## src/hdl/trend_buffer_point_decimator_unit_macros.svh

```systemverilog
// ----------------------------------------------------------------------------
// trend buffer point decimator - assertion macros
// shared assertion forms, sampled on clk and disabled while rst is high
// ----------------------------------------------------------------------------
`ifndef TREND_BUFFER_POINT_DECIMATOR_UNIT_MACROS_SVH
`define TREND_BUFFER_POINT_DECIMATOR_UNIT_MACROS_SVH

// consequent holds in the same cycle as the antecedent
`define TBPD_ASSERT_HOLDS(label, ante, cons, msg) \
  label: assert property (@(posedge clk) disable iff (rst) (ante) |-> (cons)) \
    else $error(msg);

// consequent holds in the cycle after the antecedent
`define TBPD_ASSERT_NEXT(label, ante, cons, msg) \
  label: assert property (@(posedge clk) disable iff (rst) (ante) |=> (cons)) \
    else $error(msg);

`endif

```

## src/hdl/tbpd_pkg.sv

```systemverilog
// ----------------------------------------------------------------------------
// tbpd_pkg
// types and constants shared by the trend buffer point decimator modules
// ----------------------------------------------------------------------------
package tbpd_pkg;

  localparam logic CMD_APPEND = 1'b0;
  localparam logic CMD_READ   = 1'b1;

  localparam logic [15:0] WEIGHT_RESET = 16'd6554;

  localparam int DIV_STEPS = 32;
  localparam int IN_BYTES  = 9;
  localparam int OUT_BYTES = 10;

  // controller to datapath
  typedef struct packed {
    logic cap_in;
    logic wr_app;
    logic ptr_clr;
    logic ptr_inc;
    logic ptr_best;
    logic win_shift;
    logic prep;
    logic mul;
    logic div_start;
    logic cap_div;
    logic interp;
    logic err;
    logic sig;
    logic cmp;
    logic si_inc;
    logic shift_wr;
    logic cnt_dec;
    logic rem_set;
    logic out_load;
  } cmd_t;

  // datapath to controller
  typedef struct packed {
    logic is_read;
    logic newer;
    logic over;
    logic scan_last;
    logic shift_last;
    logic div_done;
  } sta_t;

endpackage

```

## src/hdl/tbpd_ctrl.sv

```systemverilog
// ----------------------------------------------------------------------------
// tbpd_ctrl
// sequencer for append, neighbour scan, shift down, read and result handoff
// ----------------------------------------------------------------------------
module tbpd_ctrl (
  input  logic           clk,
  input  logic           rst,
  input  logic           s_valid,
  output logic           s_ready,
  output logic           m_valid,
  input  logic           m_ready,
  input  tbpd_pkg::sta_t st,
  output tbpd_pkg::cmd_t cmd
);

  typedef enum logic [4:0] {
    S_IDLE,
    S_DECODE,
    S_TEST,
    S_L0,
    S_L1,
    S_L2,
    S_L3,
    S_PREP,
    S_MUL,
    S_DIVS,
    S_DIVW,
    S_INTERP,
    S_ERR,
    S_SIG,
    S_CMP,
    S_ADV,
    S_ADV2,
    S_SH_RD,
    S_SH_WR,
    S_OUT
  } state_t;

  state_t state;
  state_t state_next;
  logic   load;

  assign s_ready = state == S_IDLE;
  assign load    = (state == S_OUT) && (!m_valid || m_ready);

  always_comb begin
    cmd        = '0;
    state_next = state;
    case (state)
      S_IDLE: begin
        if (s_valid) begin
          cmd.cap_in = 1'b1;
          state_next = S_DECODE;
        end
      end
      S_DECODE: begin
        if (st.is_read) begin
          state_next = S_OUT;
        end else if (st.newer) begin
          cmd.wr_app = 1'b1;
          state_next = S_TEST;
        end else begin
          state_next = S_OUT;
        end
      end
      S_TEST: begin
        if (st.over) begin
          cmd.ptr_clr = 1'b1;
          cmd.rem_set = 1'b1;
          state_next  = S_L0;
        end else begin
          state_next = S_OUT;
        end
      end
      S_L0: begin
        cmd.ptr_inc = 1'b1;
        state_next  = S_L1;
      end
      S_L1: begin
        cmd.ptr_inc   = 1'b1;
        cmd.win_shift = 1'b1;
        state_next    = S_L2;
      end
      S_L2: begin
        cmd.ptr_inc   = 1'b1;
        cmd.win_shift = 1'b1;
        state_next    = S_L3;
      end
      S_L3: begin
        cmd.win_shift = 1'b1;
        state_next    = S_PREP;
      end
      S_PREP: begin
        cmd.prep   = 1'b1;
        state_next = S_MUL;
      end
      S_MUL: begin
        cmd.mul    = 1'b1;
        state_next = S_DIVS;
      end
      S_DIVS: begin
        cmd.div_start = 1'b1;
        state_next    = S_DIVW;
      end
      S_DIVW: begin
        if (st.div_done) begin
          cmd.cap_div = 1'b1;
          state_next  = S_INTERP;
        end
      end
      S_INTERP: begin
        cmd.interp = 1'b1;
        state_next = S_ERR;
      end
      S_ERR: begin
        cmd.err    = 1'b1;
        state_next = S_SIG;
      end
      S_SIG: begin
        cmd.sig    = 1'b1;
        state_next = S_CMP;
      end
      S_CMP: begin
        cmd.cmp = 1'b1;
        if (st.scan_last) begin
          cmd.ptr_best = 1'b1;
          state_next   = S_SH_RD;
        end else begin
          cmd.si_inc = 1'b1;
          state_next = S_ADV;
        end
      end
      S_ADV: begin
        cmd.ptr_inc = 1'b1;
        state_next  = S_ADV2;
      end
      S_ADV2: begin
        cmd.win_shift = 1'b1;
        state_next    = S_PREP;
      end
      S_SH_RD: begin
        state_next = S_SH_WR;
      end
      S_SH_WR: begin
        cmd.shift_wr = 1'b1;
        if (st.shift_last) begin
          cmd.cnt_dec = 1'b1;
          state_next  = S_OUT;
        end else begin
          cmd.ptr_inc = 1'b1;
          state_next  = S_SH_RD;
        end
      end
      S_OUT: begin
        if (load) begin
          cmd.out_load = 1'b1;
          state_next   = S_IDLE;
        end
      end
      default: begin
        state_next = S_IDLE;
      end
    endcase
  end

  always_ff @(posedge clk) begin
    if (rst) begin
      state   <= S_IDLE;
      m_valid <= 1'b0;
    end else begin
      state <= state_next;
      if (load) begin
        m_valid <= 1'b1;
      end else if (m_ready) begin
        m_valid <= 1'b0;
      end
    end
  end

endmodule

```

## config.mk

```make
export PLATFORM = sky130hd
export DESIGN_NAME = tbpd_ctrl
export DESIGN_NICKNAME = d
export VERILOG_FILES = /design/src/hdl/trend_buffer_point_decimator_unit_macros.svh /design/src/hdl/tbpd_pkg.sv /design/src/hdl/tbpd_ctrl.sv
export SDC_FILE = /design/constraint.sdc
export NUM_CORES = 1
export LEC_CHECK = 0
export ABC_CLOCK_PERIOD_IN_PS = 1370
export BUFFER_PORTS_ARGS = -buffer_cell sky130_fd_sc_hd__buf_4
export CORE_MARGIN = 2
export CORE_UTILIZATION = 40
export CTS_BUF_LIST = sky130_fd_sc_hd__clkbuf_8 sky130_fd_sc_hd__clkbuf_16
export CTS_CLUSTER_SIZE = 24
export DETAILED_ROUTE_END_ITERATION = 16
export PLACE_DENSITY = 0.73
export SKIP_LAST_GASP = 1
export SLEW_MARGIN = 30
export SYNTH_ARGS = -nofsm -noshare
export SYNTH_HDL_FRONTEND = slang
export SYNTH_SLANG_ARGS = --single-unit
```

## constraint.sdc

```tcl
create_clock -name clk -period 1.37 [get_ports clk]
set_clock_uncertainty 0.1 [all_clocks]
set_input_delay 0.274 -clock clk [delete_from_list [all_inputs] [get_ports clk]]
set_output_delay 0.274 -clock clk [all_outputs]
set_load 0.03 [all_outputs]
```

==> results.cfg, run 1 <==
[run_status]
status = stopped before the end
flow.stopped_at = global routing (5_1_grt)
tool.error = [ERROR DPL-0038] Utilization greater than 100%, impossible to legalize

[synthesis]
synth_top_area_share_pct = 18.4
ys_ff_latch = 6
synth_flop_cell = dfxtp_1
syn_area_um2 = 654
yosysWarnings = 0
async_flop_share_pct = 0
synth_area_leaders = dfxtp_1 (18%), nor3_1 (6.9%), nor2_1 (6.9%)
synth_edf_count = 0
yosysTopAreaCell = dfxtp_1
ys_seq_area_share_pct = 18.4
synth_cell_types = 33
syn_nets = 103
syn_area_per_cell_um2 = 7.04
synth_cells = 93

[timing]
grt-worst-endpoint = cmd[18]
worst-ep-kind = primary output

[grt]
grt_max_degree = 12

[floorplan]
dieWidth_um = 44.4
die-height_um = 44.4
start_util_pct = 42.9
num_rows = 14
pin_count = 31

[clock_tree]
cts_buffer_depth = 2
cts_sinks = 6
cts-htree-levels = 1
cts_root_buf = clkbuf_8
hold_buffers = 0
numCtsBuffers = 3

[placed_design]
port_buffers = 30
dp_hpwl_mm = 1.75
place_congestion = 0.834
[per-stage QoR]
stage | util (%) | instance area (um^2) | cells | setup slack (ns)
2_1_floorplan | - | 842 | 93 | -0.494
3_3_place_gp | 75.7 | 1150 | 151 | -0.136
4_1_cts | 94.3 | 1440 | 165 | -0.388
3_5_place_dp | 75.7 | 1150 | 151 | -0.152
[logic make-up after synthesis]
group | Yosys count | share of synthesized area, %
simple gates | 51 | 44.0
compound gates | 21 | 24.7
buf+inv | 14 | 11.7
flops | 6 | 18.4
xor+xnor | 1 | 1.34
[Yosys cell counts, drive strengths merged (3+ instances only)]
| cell | n |
|---|---|
| a32oi | 3 |
| buf | 10 |
| dfxtp | 6 |
| inv | 4 |
| nand2 | 4 |
| nand2b | 5 |
| nand3 | 3 |
| nor2 | 13 |
| nor2b | 4 |
| nor3 | 11 |
| o21ai | 4 |
[timing repair]
action	4_1_cts
gates resized for setup	37
setup buffers	11
gates cloned	1
pin swaps	15
setup endpoints to repair	25
==> inputs of run 2 (changes only) <==
ABC_CLOCK_PERIOD_IN_PS = 1800   (was 1370)
CORE_AREA = 2 2 63 65   (was default)
CORE_MARGIN = default   (was 2)
CORE_UTILIZATION = default   (was 40)
CTS_BUF_LIST = default   (was sky130_fd_sc_hd__clkbuf_8 sky130_fd_sc_hd__clkbuf_16)
CTS_CLUSTER_SIZE = default   (was 24)
DIE_AREA = 0 0 65 67   (was default)
PLACE_DENSITY = default   (was 0.73)
PLACE_DENSITY_LB_ADDON = 0.15   (was default)
clock period = 1.8 ns   (was 1.37 ns; I/O delays follow)
==> run 2 against run 1 <==
Net effect:
- the flow now finishes, with violations (negative setup slack)
- synthesized area stayed put
- synthesized cell count stayed put
==> results.cfg, run 2 <==
[timing]
slew-limit-headroom_pct = 84.2
holdWs_ns = 0.214
tightest_slew_ns = 0.234
grt_setup_unrepaired = true
setup_slack_ns = -0.0538
fmax_mhz = 539
maxSlewViolCount = 0
min_period_ns = 1.85
finalSetupViolCount = 6
fin_crit_sh_pct = 103
hold_viol_final = 0

[drt]
drt-total-wl_mm = 2.16
drt_pass1_iterations = 4
ant_nets = 0
post_drt_wl_per_cell_um = 12.1
avgViaCountPerCell = 4.38
first_iter_violations = 33
dr_total_vias = 780
drc = 0

[power]
finalPower_uw = 1610
internal_power_uw = 854
p_leak_uw = 0.000477
pwr-share-seq_pct = 17.3
ir_drop_mv = 0.471
p_comb_share_pct = 70.3
pwr-share-clk_pct = 12.4
switching_power_uw = 756
power_density_mw_per_mm2 = 1410
swShare_pct = 47.0

[layout]
layout-drive-gt1-share_pct = 56.9
area_growth_pct = 74.8
antenna_cells = 0
layout_commonest_cell = buf_4
largest_reg_flops = 5
fin_nets = 142
fin_cells = 178
reg_top3 = state: 5 flops, m_valid: 1 flops
fin_area_mm2 = 0.00114
final_cell_mix = buf_4 (40), nor2_1 (9), nor3_2 (7)
largest-register = state

[floorplan]
die-height_um = 67
num_rows = 22
core_mm2 = 0.00361
start_util_pct = 18.1
dieWidth_um = 65
pin_count = 31
die-area_mm2 = 0.00436

[setup_path]
crit_chain = or3b_4 -> nor3_2 -> buf_4
critPathLaunchType = flop
crit_path_end_kind = output port
critical_path_class = reg2out
required_ns = 1.34
critPathBufInv = 1
cp.arrival_ns = 1.39
critical_path.max_fanout = 8
critPathMaxStageDelay_ns = 0.44
cpLargestDelayFamily = simple AND/OR/NAND/NOR gates
crit_slowest_cell = or3b_4

[run_status]
status = finished, violations left
violations = negative setup slack

[synthesis]
syn_nets = 103
synth_cells = 93
syn_area_um2 = 654
ys_ff_latch = 6
synth_most_common_cell = nor2_1
syn_area_per_cell_um2 = 7.04
ys_seq_area_share_pct = 18.4
async_flop_share_pct = 0
yosysTopAreaCell = dfxtp_1
synth_flop_cell = dfxtp_1
synth_commonest_cells = nor2_1 (12), nor3_1 (9), buf_2 (7), dfxtp_1 (6), nand2b_1 (5)
synth_cell_types = 33
synth_area_leaders = dfxtp_1 (18%), nor3_1 (6.9%), nor2_1 (6.9%)
yosysWarnings = 0
synth_edf_count = 0
synth_top_area_share_pct = 18.4

[clock_tree]
clock_latency_ns = 0.22
cts-htree-levels = 1
cts_sinks = 6
cts_tree = done
path_clk_slew_ns = 0.04
numCtsBuffers = 3
cts_root_buf = clkbuf_8
cts_buffer_depth = 2
hold_buffers = 0

[placed_design]
place_congestion = 0.682
dp_hpwl_mm = 1.73
place_inst = 173
dpl_cell_area_mm2 = 0.00103
pre_cts_slack_ns = 0.0859
port_buffers = 30

[grt]
grt.overflow.total = 0
grt_max_degree = 12
grt_pass1_wl_mm = 3.57
grt_use_total_pct = 10.6
antenna_found_initial = 0
grt_pass1_vias = 793

[hold_path]
hp-class = in2reg

[flow_run]
cap_violations = 0
## run 2: final timing paths
check / startpoint / slack [ns] / cells past startpoint / to
worst max-delay path: state[2] / -0.05 / 3 / cmd[9]
worst min-delay path: rst / 0.21 / 2 / state[4]
worst max register to register: state[2] / 0.31 / 4 / state[0]
worst min register to register: state[4] / 0.41 / 1 / state[3]
## run 2: cell type report
cell class                      instances  area (um^2)
Inverter                                4         15.0
Multi-Input combinational cell         73          543
Sequential cell                         6          139
Timing Repair Buffer                   44          345
Fill cell                             402         2460
Clock buffer                            3         41.3
Tap cell                               48         60.1
## run 2: through the flow
stage | utilization (%) | setup TNS [ns]
final | 31.7 | -0.217
after global routing | 31.7 | -0.741
after CTS | 31.0 | -0.247
after detailed placement | 28.5 | 0
after global placement | 28.5 | 0
after floorplan | - | -0.342
## run 2: power by group through the flow
stage	sequential (uW)	combinational [uW]	clock, uW
2_1_floorplan	200	774	0
3_3_place_gp	259	1030	0
3_5_place_dp	262	1030	0
4_1_cts	274	1120	210
5_1_grt	292	1220	213
6_report	279	1130	199
## run 2: kinds of logic (layout without fill, tap and decap cells)
logic type	count (synthesis)	count (layout)	synth area share [%]
AND/OR/NAND/NOR	51	51	44.0
AO/OA/AOI/OAI	21	21	24.7
buffers and inverters	14	51	11.7
flip-flops	6	6	18.4
XOR/XNOR	1	1	1.34
## run 2: per-layer routing
layer / GRT usage [%] / routed length [um]
met1: 13.5 / 1000
met2: 18.2 / 1070
met3: 1.01 / 59
met4: 4.79 / 21
met5: 0 / 0
## run 2: worst register-to-register path, stage by stage (launching register included)
cell,delay [ns]
dfxtp_4,0.36
or3_4,0.46
nor3_4,0.17
a21o_1,0.22
a211oi_1,0.07
## run 2: timing repair
action                     4_1_cts  5_1_grt
gates resized for setup         12        9
pin swaps                        1        3
buffers inserted                 2        0
setup endpoints to repair       20       14
Note: power is estimated with default switching activity, not from simulation.
